[config.mk]
export PLATFORM = sky130hd
export DESIGN_NAME = sorted_priority_queue_core
export DESIGN_NICKNAME = d
export VERILOG_FILES = /design/src/hw/rtl/spq_pkg.sv /design/src/hw/rtl/spq_cell.sv /design/src/hw/rtl/sorted_priority_queue_core.sv
export VERILOG_INCLUDE_DIRS = /design/src /design/src/hw/rtl
export SDC_FILE = /design/constraint.sdc
export NUM_CORES = 2
export LEC_CHECK = 0
export ABC_CLOCK_PERIOD_IN_PS = 3600
export BUFFER_PORTS_ARGS = -buffer_cell sky130_fd_sc_hd__buf_2
export CORE_MARGIN = 4
export CORE_UTILIZATION = 49
export DETAILED_ROUTE_END_ITERATION = 12
export PLACE_DENSITY = 0.66
export SYNTH_ARGS = -nofsm -noshare
export SYNTH_HDL_FRONTEND = slang
export SYNTH_SLANG_ARGS = --single-unit
[constraint.sdc]
create_clock -name clk_i -period 3.6 [get_ports clk_i]
set_clock_uncertainty 0.2 [all_clocks]
set_input_delay 0.36 -clock clk_i [delete_from_list [all_inputs] [get_ports clk_i]]
set_output_delay 0.36 -clock clk_i [all_outputs]
set_load 0.05 [all_outputs]
[src/hw/rtl/sorted_priority_queue_core_defines.svh]
// Assertion macros used by the priority queue core.
`ifndef SORTED_PRIORITY_QUEUE_CORE_DEFINES_SVH
`define SORTED_PRIORITY_QUEUE_CORE_DEFINES_SVH

// Check a condition at every clock edge outside reset.
`define SPQ_ASSERT_ALWAYS(label, cond) \
  label: assert property (@(posedge clk_i) disable iff (!rst_ni) (cond)) \
    else $error("assertion failed");

// Check that a condition implies another one in the same cycle.
`define SPQ_ASSERT_SAME(label, ante, cons) \
  label: assert property (@(posedge clk_i) disable iff (!rst_ni) (ante) |-> (cons)) \
    else $error("assertion failed");

// Check that a condition implies another one in the next cycle.
`define SPQ_ASSERT_NEXT(label, ante, cons) \
  label: assert property (@(posedge clk_i) disable iff (!rst_ni) (ante) |=> (cons)) \
    else $error("assertion failed");

`endif

[src/hw/rtl/spq_pkg.sv]
// Types and codes shared by the priority queue RTL.
`timescale 1ns / 1ps
`default_nettype none

package spq_pkg;

  // Request kind codes
  localparam logic KIND_ENQ = 1'b0;
  localparam logic KIND_DEQ = 1'b1;

  typedef struct packed {
    logic               kind;
    logic signed [15:0] in_priority;
    logic signed [31:0] in_value;
  } spq_in_t;

  typedef struct packed {
    logic signed [31:0] out_value;
    logic               ok;
    logic               now_empty;
  } spq_out_t;

  typedef struct packed {
    logic signed [15:0] prio;
    logic signed [31:0] value;
  } spq_entry_t;

  // Per-cycle command broadcast to every cell
  typedef struct packed {
    logic       enq;
    logic       deq;
    spq_entry_t new_entry;
  } spq_cmd_t;

endpackage

`default_nettype wire

[src/hw/rtl/spq_cell.sv]
// One slot of the sorted register chain.
`timescale 1ns / 1ps
`default_nettype none

module spq_cell (
  input  wire logic                 clk_i,
  input  wire logic                 rst_ni,
  input  wire spq_pkg::spq_cmd_t    cmd_i,
  input  wire logic                 occupied_i,
  input  wire logic                 left_keep_i,
  input  wire spq_pkg::spq_entry_t  left_entry_i,
  input  wire spq_pkg::spq_entry_t  right_entry_i,
  output spq_pkg::spq_entry_t       entry_o,
  output logic                      keep_o
);
  import spq_pkg::*;

  spq_entry_t entry_q, entry_d;

  // Stay in place when holding an entry that goes ahead of the new one
  assign keep_o = occupied_i && (entry_q.prio <= cmd_i.new_entry.prio);

  // Pick hold, take new, shift from left or shift from right
  always_comb begin
    entry_d = entry_q;
    if (cmd_i.enq) begin
      if (keep_o) begin
        entry_d = entry_q;
      end else if (left_keep_i) begin
        entry_d = cmd_i.new_entry;
      end else begin
        entry_d = left_entry_i;
      end
    end else if (cmd_i.deq) begin
      entry_d = right_entry_i;
    end
  end

  always_ff @(posedge clk_i or negedge rst_ni) begin
    if (!rst_ni) begin
      entry_q <= '0;
    end else begin
      entry_q <= entry_d;
    end
  end

  assign entry_o = entry_q;

endmodule

`default_nettype wire

[src/hw/rtl/sorted_priority_queue_core.sv]
// Top level of the sorted priority queue.
// A bounded priority queue of DEPTH entries held in a chain of register cells
// sorted by ascending signed priority, equal priorities served first in, first
// out. Each request is an enqueue or a dequeue and yields exactly one result.
// Every cell compares the incoming priority against its own entry in parallel,
// so a request is processed in the cycle it is accepted and its result appears
// in the output register on the next cycle; a new request is taken every
// cycle while the result side keeps up. An enqueue into a full queue and a
// dequeue from an empty queue fail with ok low and leave the queue unchanged.
`timescale 1ns / 1ps
`default_nettype none

`include "sorted_priority_queue_core_defines.svh"

module sorted_priority_queue_core #(
  parameter int DEPTH = 16
) (
  input  wire logic             clk_i,
  input  wire logic             rst_ni,
  input  wire logic             in_valid_i,
  output logic                  in_ready_o,
  input  wire spq_pkg::spq_in_t in_data_i,
  output logic                  out_valid_o,
  input  wire logic             out_ready_i,
  output spq_pkg::spq_out_t     out_data_o
);
  import spq_pkg::*;

  localparam int COUNT_W = $clog2(DEPTH + 1);

  logic [COUNT_W-1:0] count_q, count_d;
  logic               out_valid_q;
  spq_out_t           out_q;

  logic       in_acc;
  logic       full;
  logic       empty;
  logic       enq_ok;
  logic       deq_ok;
  spq_cmd_t   cmd;

  logic [DEPTH-1:0] occupied;
  logic [DEPTH-1:0] keep;
  spq_entry_t       entries [DEPTH];

  assign in_ready_o = !out_valid_q || out_ready_i;
  assign in_acc     = in_valid_i && in_ready_o;
  assign full       = (count_q == COUNT_W'(DEPTH));
  assign empty      = (count_q == '0);
  assign enq_ok     = in_acc && (in_data_i.kind == KIND_ENQ) && !full;
  assign deq_ok     = in_acc && (in_data_i.kind == KIND_DEQ) && !empty;

  // Broadcast the command to the chain
  assign cmd.enq             = enq_ok;
  assign cmd.deq             = deq_ok;
  assign cmd.new_entry.prio  = in_data_i.in_priority;
  assign cmd.new_entry.value = in_data_i.in_value;

  // Build the cell chain
  for (genvar i = 0; i < DEPTH; i++) begin : g_cell
    logic       left_keep;
    spq_entry_t left_entry;
    spq_entry_t right_entry;

    assign occupied[i] = (count_q > COUNT_W'(i));

    if (i == 0) begin : g_head
      assign left_keep  = 1'b1;
      assign left_entry = cmd.new_entry;
    end else begin : g_body
      assign left_keep  = keep[i-1];
      assign left_entry = entries[i-1];
    end

    if (i == DEPTH - 1) begin : g_tail
      assign right_entry = entries[i];
    end else begin : g_inner
      assign right_entry = entries[i+1];
    end

    spq_cell u_cell (
      .clk_i         (clk_i),
      .rst_ni        (rst_ni),
      .cmd_i         (cmd),
      .occupied_i    (occupied[i]),
      .left_keep_i   (left_keep),
      .left_entry_i  (left_entry),
      .right_entry_i (right_entry),
      .entry_o       (entries[i]),
      .keep_o        (keep[i])
    );
  end

  // Advance the fill count
  always_comb begin
    count_d = count_q;
    if (enq_ok) begin
      count_d = count_q + COUNT_W'(1);
    end else if (deq_ok) begin
      count_d = count_q - COUNT_W'(1);
    end
  end

  always_ff @(posedge clk_i or negedge rst_ni) begin
    if (!rst_ni) begin
      count_q <= '0;
    end else begin
      count_q <= count_d;
    end
  end

  // Hold the result until it is taken
  always_ff @(posedge clk_i or negedge rst_ni) begin
    if (!rst_ni) begin
      out_valid_q <= 1'b0;
    end else if (in_acc) begin
      out_valid_q <= 1'b1;
    end else if (out_ready_i) begin
      out_valid_q <= 1'b0;
    end
  end

  always_ff @(posedge clk_i) begin
    if (in_acc) begin
      out_q.out_value <= deq_ok ? entries[0].value : '0;
      out_q.ok        <= enq_ok || deq_ok;
      out_q.now_empty <= (count_d == '0);
    end
  end

  assign out_valid_o = out_valid_q;
  assign out_data_o  = out_q;

  // Checks on the chain and the fill count
  `SPQ_ASSERT_ALWAYS(a_count_bound, count_q <= COUNT_W'(DEPTH))
  `SPQ_ASSERT_NEXT(a_enq_grows, enq_ok, count_q == $past(count_q) + COUNT_W'(1))
  `SPQ_ASSERT_NEXT(a_empty_flag, in_acc, out_q.now_empty == (count_q == '0))
  `SPQ_ASSERT_SAME(a_head_sorted, occupied[1], entries[0].prio <= entries[1].prio)

endmodule

`default_nettype wire
# ---- After elaboration in Yosys (flattened, before gate mapping)
# Cells that the tools add are included.
dict set report classes {
  eq_ne 16
  n_addsub 2
  n_reduce_logical 46
  n_mux 64
  order_cmp 32
  n_bitwise 2
}
# cell count
set ops {}
lappend ops {{48-bit 2-to-1 mux} 60}
lappend ops {{16-bit less-or-equal comparator} 16}
lappend ops {{5-bit by 4-bit > comparator with 1-bit output (second input constant)} 8}
lappend ops {{2-bit AND reduction} 16}
lappend ops {{2-bit != test (second input constant)} 15}
lappend ops {{1-bit logical AND} 21}
lappend ops {{5-bit by 3-bit > comparator with 1-bit output (second input constant)} 4}
lappend ops {{5-bit by 1-bit > comparator with 1-bit output (second input constant)} 2}
lappend ops {{5-bit by 2-bit > comparator with 1-bit output (second input constant)} 2}
lappend ops {{5-bit zero test} 2}
lappend ops {{5-bit 2-to-1 mux} 2}
lappend ops {{5-bit by 1-bit adder with 5-bit output (second input constant)} 1}
lappend ops {{5-bit == test (second input constant)} 1}
lappend ops {{5-bit by 1-bit subtractor with 5-bit output (second input constant)} 1}
lappend ops {{2-bit nonzero test} 2}
lappend ops {{1-bit zero test} 3}
lappend ops {{1-bit logical OR} 2}
lappend ops {{1-bit 2-to-1 mux} 2}
lappend ops {{1-bit NOT} 2}
dict set report totals {
  word_cells 199
  register_bits 808
  inputBits 53
  output_inout_bits 36
}

# ---- Depth between registers and ports, before layout
dict set report depth {
  depth_word 8
  mapped_depth 14
  mapped_depth_nobuf 10
}

# ---- By module
# From an unflattened synthesis, not the netlist that was laid out.
dict set report unflattened {
  cells_unflattened 5519
  area_unflattened_um2 56336.5
}
# module n_inst area_per_inst_um2 cells_per_inst seq_area_each_um2
set by_module_without_submodules {}
lappend by_module_without_submodules {{spq_cell at g_cell[0].u_cell ...} 10 3379.5 330 1201.2}
lappend by_module_without_submodules {{spq_cell at g_cell[4].u_cell ...} 6 3444.6 345 1201.2}
lappend by_module_without_submodules {sorted_priority_queue_core 1 1874.3 149 1171.1}

# ---- Worst setup path before layout
# No wires, ideal clock.
dict set report synth_timing {
  kind {reg2reg}
  startpoint {reg out_valid_q (netlist: out_valid_o)}
  endpoint {reg g_cell[5].u_cell.entry_q, in the netlist g_cell[5].u_cell.entry_o[33]}
  n_path_buf 5
  arrival_ns 3.651
  synth_period_minus_slack_ns 3.938
  setup_ns 0.087
  path_stages_with_launch 12
  slack_ns -0.338
  t_required_ns 3.313
  cell_sequence {dfrtp_1 nand2b_1 nand2_1 inv_1 and3_1 buf_2 buf_2 clkbuf_1 clkbuf_1 clkbuf_1 nand3_1 o211ai_1}
}
dict set report synth_between {
  elab_chain_cells 7
  elab_cells_between_ends 11
  cone_classes {eq/ne (1); mux (1); reduce/logical (9)}
}
# element line
set synth_rtl {}
lappend synth_rtl {{from (decl)} sorted_priority_queue_core.sv:32} ;# logic out_valid_q;
lappend synth_rtl {{from (signal assigned)} sorted_priority_queue_core.sv:115} ;# out_valid_q <= 1'b0;
lappend synth_rtl {{from (signal assigned)} sorted_priority_queue_core.sv:117} ;# out_valid_q <= 1'b1;
lappend synth_rtl {{from (signal assigned)} sorted_priority_queue_core.sv:119} ;# out_valid_q <= 1'b0;
lappend synth_rtl {{1-bit zero test (*)} sorted_priority_queue_core.sv:46} ;# assign in_ready_o = !out_valid_q || out_ready_i;
lappend synth_rtl {{1-bit logical OR (*)} sorted_priority_queue_core.sv:46}
lappend synth_rtl {{net in_ready_o} sorted_priority_queue_core.sv:21} ;# output logic in_ready_o,
lappend synth_rtl {{1-bit logical AND (*)} sorted_priority_queue_core.sv:47} ;# assign in_acc = in_valid_i && in_ready_o;
lappend synth_rtl {{net in_acc} sorted_priority_queue_core.sv:35} ;# logic in_acc;
lappend synth_rtl {{1-bit logical AND (on tied branches) (2 in series)} {sorted_priority_queue_core.sv:50, sorted_priority_queue_core.sv:51}}
lappend synth_rtl {{2-bit != test (no source line) or 2-bit nonzero test (tied branches)} -}
lappend synth_rtl {{2-bit AND reduction (no source line)} -}
lappend synth_rtl {{to (signal assigned)} spq_cell.sv:43} ;# entry_q <= entry_d;
lappend synth_rtl {{to (decl)} spq_cell.sv:18} ;# spq_entry_t entry_q, entry_d;
# The timed path passes the listed nets; every way through them passes the cells marked *.
# A chain may end at the register's enable or synchronous reset.

# ---- Final worst setup path
dict set report layout_timing {
  startpoint {in in_data_i[37] (netlist name)}
  endpoint {reg g_cell[2].u_cell.entry_q, in the netlist g_cell[2].u_cell.entry_o[39]}
}
dict set report layout_between {
  elab_chain_cells 5
  elab_cells_between_ends 9
  cone_classes {order compare (2); eq/ne (1); mux (3); reduce/logical (3)}
}
# element line
set layout_rtl {}
lappend layout_rtl {{from (decl)} sorted_priority_queue_core.sv:22} ;# input wire spq_pkg::spq_in_t in_data_i,
lappend layout_rtl {{16-bit less-or-equal comparator} spq_cell.sv:21} ;# assign keep_o = occupied_i && (entry_q.prio <= cmd_i.new_entry.prio);
lappend layout_rtl {{1-bit logical AND} spq_cell.sv:21}
lappend layout_rtl {{48-bit 2-to-1 mux} spq_cell.sv:29} ;# end else if (left_keep_i) begin
lappend layout_rtl {{48-bit 2-to-1 mux} spq_cell.sv:27} ;# if (keep_o) begin
lappend layout_rtl {{48-bit 2-to-1 mux} spq_cell.sv:26} ;# if (cmd_i.enq) begin
lappend layout_rtl {{to (signal assigned)} spq_cell.sv:43}
lappend layout_rtl {{to (decl)} spq_cell.sv:18}
# Parallel ways exist; a longest one is shown, timed or not. The select of a mux whose other input is x is not followed.

==> flow_metrics.env <==
export IMPL_multiInputGateArea_mm2=0.0274
export IMPL_cpPeakStageDelay_ns=0.52
export IMPL_worstSkewPairLatency_ns=0.70
export IMPL_drc=0
export IMPL_synth_top_area_share_pct=38.9
export IMPL_critPathMaxFanout=18
export IMPL_synth_net_count=5821
export IMPL_violations="negative setup slack"
export IMPL_path_class="in -> reg"
export IMPL_cp_arrival_ns=4.02
export IMPL_synth_top_flop_cell="dfrtp_1"
export IMPL_cts_buffers=94
export IMPL_worstMarginPinSlew_ns=0.840
export IMPL_gp_routability_congestion=0.970
export IMPL_yosysWarnings=0
export IMPL_cp_num_buf_inv=5
export IMPL_port_buffers=88
export IMPL_p_switching_mw=23.5
export IMPL_slew_headroom_pct=44.0
export IMPL_worstPathRequired_ns=3.98
export IMPL_fin_ws_ns=-0.0341
export IMPL_seqPwrFrac_pct=32.0
export IMPL_cts_root_buffer="clkbuf_16"
export IMPL_rows=116
export IMPL_viasPerCell=6.59
export IMPL_synth_seq_area_share_pct=41.0
export IMPL_outcome="finished with violations"
export IMPL_timing_critical_path_cells="dlygate4sd3_1 -> buf_2 -> clkinv_1 -> ha_1 -> a21o_1 -> a221o_1 -> a21oi_2 -> nand3_1 -> mux2_1 -> o21ai_4 -> a21oi_4 -> buf_12 -> buf_4 -> mux2_2"
export IMPL_max_cap_viol_count=0
export IMPL_worstSetupStartpointType="input port"
export IMPL_grt_max_degree=106
export IMPL_die_y_um=327
export IMPL_wl_per_cell_um=25.5
export IMPL_p_leak_nw=26.9
export IMPL_track_usage_pct=32.4
export IMPL_synth_area_per_cell_um2=9.04
export IMPL_p_int_mw=31.2
export IMPL_globalRouteOverflowTotal=0
export IMPL_async_flop_share_pct=95.8
export IMPL_setup_viol=3
export IMPL_syn_to_final_growth_pct=18.0
export IMPL_slew_violations=0
export IMPL_nets=5897
export IMPL_vdd_ir_drop_max_uv=523
export IMPL_hold_violations=0
export IMPL_htreeDepth=3
export IMPL_drt_pass1_iter_count=6
export IMPL_post_route_cell_area_mm2=0.0587
export IMPL_rsz0062_at_grt="yes"
export IMPL_clockBufferDepth=3
export IMPL_grt_pass1_vias=45200
export IMPL_pre_cts_slack_ns=-0.400
export IMPL_dieArea_mm2=0.107
export IMPL_synth_seq_cells=808
export IMPL_wl_mm=179
export IMPL_die_w_um=327
export IMPL_swShare_pct=42.9
export IMPL_final_core_util_pct=58.5
export IMPL_ant_nets=0
export IMPL_cts_num_sinks=808
export IMPL_layout_min_cycle_time_ns=3.63
export IMPL_seqCellArea_mm2=0.0204
export IMPL_clk_pin_slew_ns=0.06
export IMPL_layout_common_cells="773 x dfrtp_1, 672 x nand2_1, 413 x nor2_1"
export IMPL_cts_tree="built"
export IMPL_yosysUniqueCellTypes=78
export IMPL_synthCells=5507
export IMPL_power_frac_comb_pct=49.5
export IMPL_power_density_mw_per_mm2=931
export IMPL_layout_commonest_cell="dfrtp_1"
export IMPL_crit_family="compound AO/OA/AOI/OAI gates"
export IMPL_fillers=8831
export IMPL_io_pins=89
export IMPL_antenna_found_initial=2
export IMPL_first_iter_violations=4947
export IMPL_dpl_cell_area_mm2=0.0547
export IMPL_vias=46200
export IMPL_netlist_top_cells_area="dfrtp_1 39%, mux2i_1 6.6%, ha_1 6.6%"
export IMPL_slowest_stage="dlygate4sd3_1"
export IMPL_power_total_mw=54.7
export IMPL_diodes=0
export IMPL_synth_edf_count=34
export IMPL_syn_area_mm2=0.0498
export IMPL_fin_crit_sh_pct=101
export IMPL_grt_pass1_wl_mm=275
export IMPL_end_kind="flop"
export IMPL_core_area_mm2=0.100
export IMPL_synth_top_cell_by_area="dfrtp_1"
export IMPL_layout_drive_gt1_share_pct=14.3
export IMPL_fmax_ghz=0.275
export IMPL_initial_core_util_pct=49.6
export IMPL_finalHoldWorstSlack_ns=0.0486
export IMPL_place_hpwl_mm=119
export IMPL_pwr_share_clk_pct=18.5
export IMPL_hold_class="in -> reg"
[state kept, by name, summed over array words and instances, names as in the netlist]
name and count:
count_q 5, g_cell.u_cell.entry_o 768, out_data_o 34, out_valid_o 1
[power groups by stage]
stage                     Sequential (mW)  Clock, mW  Combinational (mW)
final                                17.5       10.1                27.1
after global routing                 18.0       10.6                29.3
after floorplan                      16.1          0                17.0
after detailed placement             17.5          0                25.8
after CTS                            17.4       10.2                26.0
after global placement               17.4          0                25.2
[cell type report]
class                           instances  area share (%)
Multi-Input combinational cell       4096            46.7
Clock inverter                         39           0.827
Sequential cell                       808            34.7
Inverter                               50           0.326
Tap cell                             1357            2.89
Timing Repair Buffer                  533            9.78
Clock buffer                          132            4.70
[layer usage]
metal	up-vias	GRT usage, %	part of all wire, %
met1	23100	44.2	41
li1	20600	-	-
met4	2	13.8	4.7
met3	471	5.86	8.8
met5	-	0	0.0061
met2	2075	50.8	45
[path summary, 6_finish.rpt]
| check | start | to | depth (start not counted) | slack [ns] |
|---|---|---|---|---|
| min in group asynchronous | rst_ni | g_cell[5].u_cell.entry_o[37] | 2 | 0.09 |
| max in group asynchronous | rst_ni | g_cell[4].u_cell.entry_o[17] | 4 | 2.01 |
| min | in_data_i[31] | g_cell[6].u_cell.entry_o[31] | 3 | 0.05 |
| max | in_data_i[37] | g_cell[2].u_cell.entry_o[39] | 14 | -0.03 |
| min reg2reg | g_cell[15].u_cell.entry_o[2] | g_cell[15].u_cell.entry_o[2] | 1 | 0.29 |
| max reg2reg | g_cell[2].u_cell.entry_o[37] | g_cell[2].u_cell.entry_o[39] | 11 | -0.02 |
[per-stage QoR]
stage	setup TNS, ns	instances
2_1_floorplan	0	5507
3_3_place_gp	-86.48	6791
3_5_place_dp	-122.47	6791
4_1_cts	0	7003
5_1_grt	-0.727	7015
6_report	-0.0736	7015
[cells in the mapped netlist, types with 34 or more instances]
master and instances:
o31ai_1 114, a221o_1 53, mux2_2 79, o21a_1 53, dfrtp_1 774, a32o_1 93
edfxtp_1 34, a21o_1 74, o2111ai_1 45, ha_1 261, mux2i_1 330, a211oi_1 70
and3_1 99, o211ai_1 113, o221ai_1 48, o22ai_1 99, nand4_1 49, nand3_1 257
and2_1 35, nor2_1 416, inv_1 35, or3_1 53, nand2_1 676, buf_2 116
a22oi_1 140, a21oi_1 395, clkbuf_1 400, o2bb2ai_1 48, o21ai_0 275
[cell families after synthesis]
kind of cell	synth area share [%]
simple gates	14.9
mux	8.83
xor+xnor	0.0880
flops	41.0
compound gates	23.7
buf+inv	5.01
fa+ha+maj	6.56
[repair_timing]
item | CTS | global route
pin swaps | 0 | 6
hold buffers | 41 | 0
endpoints found under the setup margin | 40 | 285
setup buffers | 0 | 6
resized for setup | 1 | 33
cloned | 0 | 6
endpoints found under the hold margin | 380 | 0
[worst min-delay path: stages]
cell and delay (ns):
buf_2 0.26, nor2_1 0.16, o31ai_1 0.07
No activity file was read; power rests on OpenSTA's default activity.
